<file path="src/hdl/lswc_pkg.sv">
// Shared constants and types for the line segment window clipper.
package lswc_pkg;

    localparam int COORD_WIDTH_DEF = 16;
    localparam int U_FRAC = 15;

    typedef enum logic [1:0] {
        STATUS_INSIDE   = 2'd0,
        STATUS_CLIPPED  = 2'd1,
        STATUS_REJECTED = 2'd2
    } clip_status_t;

    typedef enum logic [1:0] {
        REG_WINDOW_LEFT   = 2'd0,
        REG_WINDOW_BOTTOM = 2'd1,
        REG_WINDOW_WIDTH  = 2'd2,
        REG_WINDOW_HEIGHT = 2'd3
    } reg_index_t;

endpackage

</file>
<file path="src/hdl/lswc_divider.sv">
// Pipelined restoring divider: quotient of (num << U_FRAC) / den, floor or ceil.
module lswc_divider #(
    parameter int NUM_WIDTH = 18
) (
    input  logic                 aclk,
    input  logic                 en,
    input  logic [NUM_WIDTH-1:0] num,
    input  logic [NUM_WIDTH-1:0] den,
    input  logic                 round_up,
    output logic [lswc_pkg::U_FRAC:0] quot
);
    import lswc_pkg::*;

    localparam int STEPS = U_FRAC;
    localparam int RW = NUM_WIDTH + 1;

    // num < den always (num <= den for the entering case, handled by caller)
    logic [RW-1:0]        rem_reg [STEPS+1];
    logic [NUM_WIDTH-1:0] den_reg [STEPS+1];
    logic [STEPS-1:0]     q_reg   [STEPS+1];
    logic                 up_reg  [STEPS+1];

    always_comb begin
        rem_reg[0] = {1'b0, num};
        den_reg[0] = den;
        q_reg[0]   = '0;
        up_reg[0]  = round_up;
    end

    genvar g;
    generate
        for (g = 0; g < STEPS; g++) begin : g_step
            logic [RW-1:0] sh;
            logic          ge;
            assign sh = {rem_reg[g][RW-2:0], 1'b0};
            assign ge = (sh >= {1'b0, den_reg[g]});
            always_ff @(posedge aclk) begin
                if (en) begin
                    rem_reg[g+1] <= ge ? sh - {1'b0, den_reg[g]} : sh;
                    q_reg[g+1]   <= {q_reg[g][STEPS-2:0], ge};
                    den_reg[g+1] <= den_reg[g];
                    up_reg[g+1]  <= up_reg[g];
                end
            end
        end
    endgenerate

    // floor quotient stays below 32768 since num < den; ceil may reach 32768
    assign quot = {1'b0, q_reg[STEPS]} + {{STEPS{1'b0}},
                  (up_reg[STEPS] && (rem_reg[STEPS] != '0))};
endmodule

</file>
<file path="config.mk">
export PLATFORM = sky130hd
export DESIGN_NAME = lswc_divider
export DESIGN_NICKNAME = d
export VERILOG_FILES = /design/src/hdl/lswc_pkg.sv /design/src/hdl/lswc_divider.sv
export SDC_FILE = /design/constraint.sdc
export NUM_CORES = 1
export LEC_CHECK = 0
export CAP_MARGIN = 10
export CORE_UTILIZATION = 60
export DETAILED_ROUTE_END_ITERATION = 8
export DONT_BUFFER_PORTS = 1
export HOLD_SLACK_MARGIN = 0.03
export PLACE_DENSITY = 0.76
export SLEW_MARGIN = 40
export SYNTH_ARGS = -nofsm -noshare
export SYNTH_HDL_FRONTEND = slang
export SYNTH_SLANG_ARGS = --single-unit
</file>
<file path="constraint.sdc">
create_clock -name aclk -period 3.2 [get_ports aclk]
set_input_delay 0.16 -clock aclk [delete_from_list [all_inputs] [get_ports aclk]]
set_output_delay 0.16 -clock aclk [all_outputs]
set_load 0.01 [all_outputs]
</file>
==> key figures, run 1 <==
Placed design
  • Place WS: -34.1 ps
  • Post-DP HPWL: 54100 um
  • RePlAce Congestion: 0.943
  • Buffers on Ports: 0

Power
  • Power per cell area: 982 nW/um2
  • Max VDD drop: 501 uV
  • Leak: 16.7 nW

STA
  • Final hold vios: 0
  • Layout Skew: 16.6 ps
  • Final worst setup slack: 96.8 ps
  • Rel. slew slack: 38.1%
  • Tmin final: 3100 ps
  • Worst slew pin tran: 929 ps
  • Hold_ws: 88.4 ps
  • Slew Viols, Final: 0
  • Final Cycle Share: 97.0%
  • Fmax: 0.322 GHz
  • Setup violators final: 0

Global route
  • Vias in the first global route: 23800
  • Total Routing Usage GR: 24.6%
  • First-pass GRT wire length: 122000 um
  • Grt ovf: 0
  • Initial antenna violation count: 0
  • Largest net degree at the start of global routing: 659

Floorplanning
  • Row cnt: 90
  • Die Area: 62000 um2
  • # IOs: 55
  • Starting Density: 60.7%
  • Core ar.: 60400 um2
  • Die X: 249 um
  • Die height: 249 um

Synth
  • Synth area leader: edfxtp_1
  • Avg Inst Size Synth: 12.2 um2
  • Synth Cell Area: 36600 um2
  • Distinct cell type count after synthesis: 82
  • Complex-gate fraction of the synthesized area: 11.9%
  • Yosys warns: 0
  • Gate Count Post-Synth: 3004
  • Syn Nets: 3330
  • Mux cell area share after synthesis: 6.92%
  • Number of synthesized flops with an enable pin: 658
  • Top-area cell type share of the netlist area: 54.0%
  • Main synth FF type: edfxtp_1
  • Top cells by area, synth: edfxtp_1, ha_1, mux2_2
  • Largest family of logic cells by synthesized area: compound AO/OA/AOI/OAI gates
  • Post-Synth XOR/XNOR Area: 5.07%
  • Seq/Total Area, Yosys: 54.0%
  • Adder-Cell Fraction of Synth Area: 10.1%
  • Flops & latches, synth: 658
  • Post-Synth Simple-Gate Area: 8.21%
  • Ys async rst share: 0%

Clock network
  • Root Buffer: clkbuf_16
  • TritonCTS clock tree: yes
  • Clock sink count: 658
  • CTS Buffer Depth: 3
  • H-tree depth: 3
  • Clock transition at path regs: 60 ps
  • Worst-Skew Late Latency: 610 ps
  • CTS Buf Count: 73

Run status
  • Status: finished, final reports clean

Worst setup path
  • CP Class: flop to flop
  • CP arrival: 3450 ps
  • Max FO, Critical Path: 18
  • Worst Path Required: 3550 ps
  • Critical Path Start: den_reg[145]
  • Crit. End Element: flop
  • FF-to-FF Start: den_reg[145]
  • Setup crit start kind: flop
  • Cell count of the worst reg-to-reg path: 12

Route
  • Antenna viol nets, final: 0
  • Starting DRT DRC Count: 1655
  • Via density: 5.94
  • Via count: 23800
  • DRT Pass-1 Iters: 6
  • # DRC: 0
  • Drt wl/cell: 19.4 um
  • DRT Wirelength: 77700 um

Finish
  • Area of the multi-input gates: 15700 um2
  • Commonest non-fill, non-tap cell in the layout: edfxtp_1
  • Seq. cell area: 19800 um2
  • Layout area overhead: 12.5%
  • FILL cells: 4226
  • Final #Nets: 3496
  • Layout cells sized above 1: 14.7%
  • Antenna fix cells: 0
  • Commonest cells after routing, fill and taps aside: edfxtp_1, inv_1, ha_1

Min path
  • Hold Crit Start: num[15]
  • Hold depth: 4
  • Min-Delay Path Class: input port to flop

Job
  • Max_cap viols: 0
==> area by class of cell <==
cell class,count,share of cell area [%]
tap,782,2.38
timing repair buffer,118,2.88
multi-input combinational,1991,38.0
sequential,658,48.0
inverter,328,3.00
clock buffer,92,4.81
clock inverter,40,0.957
==> where the power goes <==
group / total, W / switching, W / internal [W] / leakage [nW]
sequential: 0.0141 / 0.00135 / 0.0127 / 6.42
clock: 0.00836 / 0.00339 / 0.00497 / 1.17
combinational: 0.0180 / 0.00919 / 0.00886 / 9.09
total: 0.0405 / 0.0139 / 0.0265 / 16.7
==> final timing paths <==
kind	to	slack [ps]
setup / recovery	g_step[8].sh[2]	100
hold / removal	g_step[1].sh[18]	90
setup reg to reg	g_step[8].sh[2]	100
hold reg to reg	up_reg[5]	410
==> routing by layer <==
| layer | part of all wire (%) | GRT usage (%) | vias to the layer above |
|---|---|---|---|
| met2 | 51 | 43.4 | 537 |
| met4 | 3.2 | 8.32 | 0 |
| met1 | 42 | 31.1 | 11600 |
| met5 | 0 | 0 | - |
| li1 | - | - | 11500 |
| met3 | 3.6 | 3.38 | 164 |
==> cells by family after synthesis <==
group	count (synthesis)
flops	658
simple gates	619
mux	223
compound gates	647
buf+inv	358
xor+xnor	212
fa+ha+maj	287
==> timing repair <==
action	4_1_cts	5_1_grt
hold buffers	37	1
endpoints found under the setup margin	9	177
endpoints found under the hold margin	695	19
cloned	0	3
buffers inserted	0	2
resized for setup	2	37
pin swaps	0	7
==> cells in the mapped netlist, drive strengths merged (17+ instances only) <==
cell    instances
edfxtp        658
inv           328
ha            272
mux2          218
a21oi         183
nor2          169
xnor2         141
nand2         136
o21ai         118
a21o           86
xor2           71
nor3           68
nand3          50
nand2b         40
nor2b          38
o21a           34
a211oi         31
o21bai         27
nand4          26
a31oi          25
and3           22
buf            18
and2           17
or3            17
==> critical path, cell delays in order, from the launching register on <==
cell      delay (ps)
edfxtp_1         420
inv_1            100
ha_1             240
nor2b_1          150
o31a_1           270
o31a_1           310
o31ai_4          270
a31oi_1          160
o21ai_2          210
buf_4            150
nand2_2           60
buf_12           180
mux2_2           310
==> metrics by stage <==
step           TNS [ps]  cells  total power (W)  cell area [um2]  util (%)
3_3_place_gp          0   3830           0.0308            38100      63.1
2_1_floorplan         0   3004           0.0270            36600         -
3_5_place_dp       -182   3830           0.0314            38100      63.2
5_1_grt           -33.1   4009           0.0428            41200      68.2
4_1_cts               0   3999           0.0400            40900      67.7
6_report              0   4009           0.0405            41200      68.2
(Power assumes the default switching activity.)
==> run 2: changes to the inputs <==
--- a/config.mk
+++ b/config.mk
@@ -6,11 +6,14 @@
 export NUM_CORES = 1
 export LEC_CHECK = 0
 export CAP_MARGIN = 10
-export CORE_UTILIZATION = 60
+export CELL_PAD_IN_SITES_DETAIL_PLACEMENT = 0
+export CELL_PAD_IN_SITES_GLOBAL_PLACEMENT = 1
+export CORE_UTILIZATION = 53
+export CTS_CLUSTER_DIAMETER = 40
 export DETAILED_ROUTE_END_ITERATION = 8
 export DONT_BUFFER_PORTS = 1
 export HOLD_SLACK_MARGIN = 0.03
-export PLACE_DENSITY = 0.76
+export PLACE_DENSITY_LB_ADDON = 0.1
 export SLEW_MARGIN = 40
 export SYNTH_ARGS = -nofsm -noshare
 export SYNTH_HDL_FRONTEND = slang
==> run 2 against run 1 <==
  * Critical path depth decreased by 1
  * Final cell count increased by 4.9%
  * Total power grew 8.3%
  * Global-route usage down 2.5 points
  * Critical endpoint is now g_step[11].sh[5]
  * Combinational power barely moved
  * Register-to-register slack is essentially flat
  * Count of clock-buffer cells in the layout grew 21
  * Non-clock buffer count increased by 35
==> key figures, run 2 (synthesized netlist as in run 1, its figures left out) <==
Run status
  • Status: finished, final reports clean

Min path
  • Hold worst-path end: den_reg[255]
  • Hold Crit Start: en
  • Min-Delay Path Class: input port to flop
  • Hold depth: 1 (-3)

Route
  • Antenna viol nets, final: 0 (unchanged)
  • Via density: 5.61 (-5.6%)
  • Starting DRT DRC Count: 1638 (-1.0%)
  • Via count: 23600 (-1.0%)
  • Drt wl/cell: 18.5 um (-4.4%)
  • DRT Pass-1 Iters: 5 (-1)
  • DRT Wirelength: 77800 um (+0.23%)
  • # DRC: 0 (unchanged)

Placed design
  • RePlAce Congestion: 0.887 (-6.0%)
  • Buffers on Ports: 0 (unchanged)
  • Post-DP HPWL: 55600 um (+2.7%)

Worst setup path
  • Max FO, Critical Path: 12 (-6)
  • Capture point of the worst reg-to-reg path: g_step[11].sh[5]
  • Cell count of the worst reg-to-reg path: 11 (-1)
  • Worst Path Required: 3570 ps (+20 ps)
  • Worst-path cell chain: inv_2, ha_1, nor2b_1, o31a_1, o41ai_4, a31oi_4, or3_4, a21oi_4, o21ai_4, buf_12, mux2_2
  • FF-to-FF Start: den_reg[91]
  • CP arrival: 3460 ps (about the same)
  • CP peak stage delay: 410 ps (about the same)
  • Slowest stage cell, crit path: edfxtp_1
  • R2r setup slk: 100 ps (about the same)
  • Setup crit start kind: flop
  • Crit. End Element: flop
  • CP Class: flop to flop

STA
  • Final Cycle Share: 96.7% (-0.23 points)
  • Worst slew pin tran: 720 ps (-209 ps)
  • Rel. slew slack: 52.0% (+14 points)
  • RSZ-0062 raised after global routing: yes
  • Setup TNS: 0 ps (unchanged)
  • Slew Viols, Final: 0 (unchanged)
  • Final hold vios: 0 (unchanged)
  • Setup violators final: 0 (unchanged)
  • Tmin final: 3100 ps (-7.50 ps)
  • Fmax: 0.323 GHz (+0.24%)
  • Layout Skew: 24.9 ps (+8.24 ps)

Finish
  • Layout area overhead: 17.1%
  • Final #Nets: 3561 (+1.9%)
  • Commonest cells after routing, fill and taps aside: edfxtp_1, inv_1, ha_1
  • Antenna fix cells: 0 (unchanged)
  • Layout cells sized above 1: 17.2% (+2.5 points)
  • Commonest non-fill, non-tap cell in the layout: edfxtp_1
  • FILL cells: 5319 (+26%)

Clock network
  • Clock sink count: 658 (unchanged)
  • CTS Buffer Depth: 3 (unchanged)
  • Root Buffer: clkbuf_16
  • TritonCTS clock tree: yes
  • Worst-Skew Late Latency: 650 ps (+40 ps)
  • Clock transition at path regs: 50 ps (about the same)
  • CTS Buf Count: 104 (+42%)
  • H-tree depth: 3 (unchanged)

Floorplanning
  • Row cnt: 96 (+6.7%)
  • Die X: 265 um (+6.3%)
  • Die height: 265 um (+6.3%)
  • Starting Density: 53.5% (-7.2 points)
  • # IOs: 55 (unchanged)
  • Core ar.: 68500 um2 (+13%)
  • Die Area: 70200 um2 (+13%)

Global route
  • Vias in the first global route: 23600 (-0.78%)
  • Largest net degree at the start of global routing: 659 (unchanged)
  • Total Routing Usage GR: 22.1% (-2.5 points)
  • Initial antenna violation count: 0 (unchanged)
  • First-pass GRT wire length: 123000 um (+0.92%)
  • Grt ovf: 0 (unchanged)

Power
  • Max VDD drop: 524 uV (+4.7%)
  • Leak: 17.5 nW (+4.7%)
  • Total power: 0.0438 W (+8.3%)
  • Power per cell area: 1020 nW/um2 (+4.1%)

Job
  • Max_cap viols: 0 (unchanged)
[run 2: cell types whose count changed in the layout (fill, tap and decap cells not counted), sizes merged]
cell and delta:
buf +35, bufinv +7, clkbuf +21, clkinv +5, clkinvlp +5, inv +24, o21ai -1
[run 2: routing by layer]
metal | GRT usage (%) | vias up | part of all wire, % | routed length [um]
met5 | 0 | - | 0 | 0
met4 | 7.16 | 0 | 2.5 | 1950
met3 | 3.15 | 148 | 3.3 | 2570
met2 | 37.9 | 434 | 50 | 38800
met1 | 28.8 | 11300 | 44 | 34500
li1 | - | 11700 | - | -
[run 2: final cells by class]
type | instances | area (um2) | share of cell area [%]
flip-flops and latches | 658 | 19800 | 46.1
multi-input cells | 1990 | 15600 | 36.5
clock buffers | 113 | 2740 | 6.40
repair buffers | 153 | 1470 | 3.43
inverters | 328 | 1230 | 2.88
well taps | 882 | 1100 | 2.57
clock inverters | 81 | 926 | 2.16
[run 2: how the worst max path moves through the flow]
stage,start,to,slack (ps),cells past startpoint
global route,rem_reg[2],quot[14],-20,9
detailed placement,g_step[8].sh[1],g_step[9].sh[7],-50,9
finish,den_reg[91],g_step[11].sh[5],100,11
CTS,den_reg[127],g_step[9].sh[13],-4,10
global placement,g_step[8].sh[1],g_step[9].sh[3],10,9
floorplan,g_step[8].sh[1],g_step[9].sh[10],220,10
[run 2: metrics by stage]
step	setup WS, ps	std cells	cell area (um2)	hold slack, ps	util [%]
6_report	104	4205	42900	46.7	62.6
5_1_grt	-19.2	4205	42900	58.3	62.6
4_1_cts	-4.08	4192	42500	-365	62.1
3_5_place_dp	-49.1	3961	38500	259	56.2
3_3_place_gp	11.7	3961	38500	259	56.2
2_1_floorplan	218	3004	36600	259	-
[run 2: timing repair]
action | 4_1_cts | 5_1_grt
gates resized for setup | 2 | 32
pin swaps | 0 | 10
endpoints found under the hold margin | 695 | 6
cloned | 0 | 2
setup endpoints to repair | 10 | 127
buffers inserted | 0 | 5
hold buffers | 37 | 1
[run 2: power by group]
part | leakage (nW) | switching [W] | internal, W | total, W
clock | 1.78 | 0.00424 | 0.00742 | 0.0117
sequential | 6.42 | 0.00134 | 0.0127 | 0.0141
combinational | 9.25 | 0.00906 | 0.00905 | 0.0181
total | 17.5 | 0.0146 | 0.0292 | 0.0438
[run 2: critical path: cells and delay by family (launching register included)]
family	cells	cell delay, ps
AO/OA/AOI/OAI	5	1050
AND/OR/NAND/NOR	2	550
flip-flops	1	410
multiplexers	1	300
buffers and inverters	2	270
adder cells (fa/ha/maj)	1	240
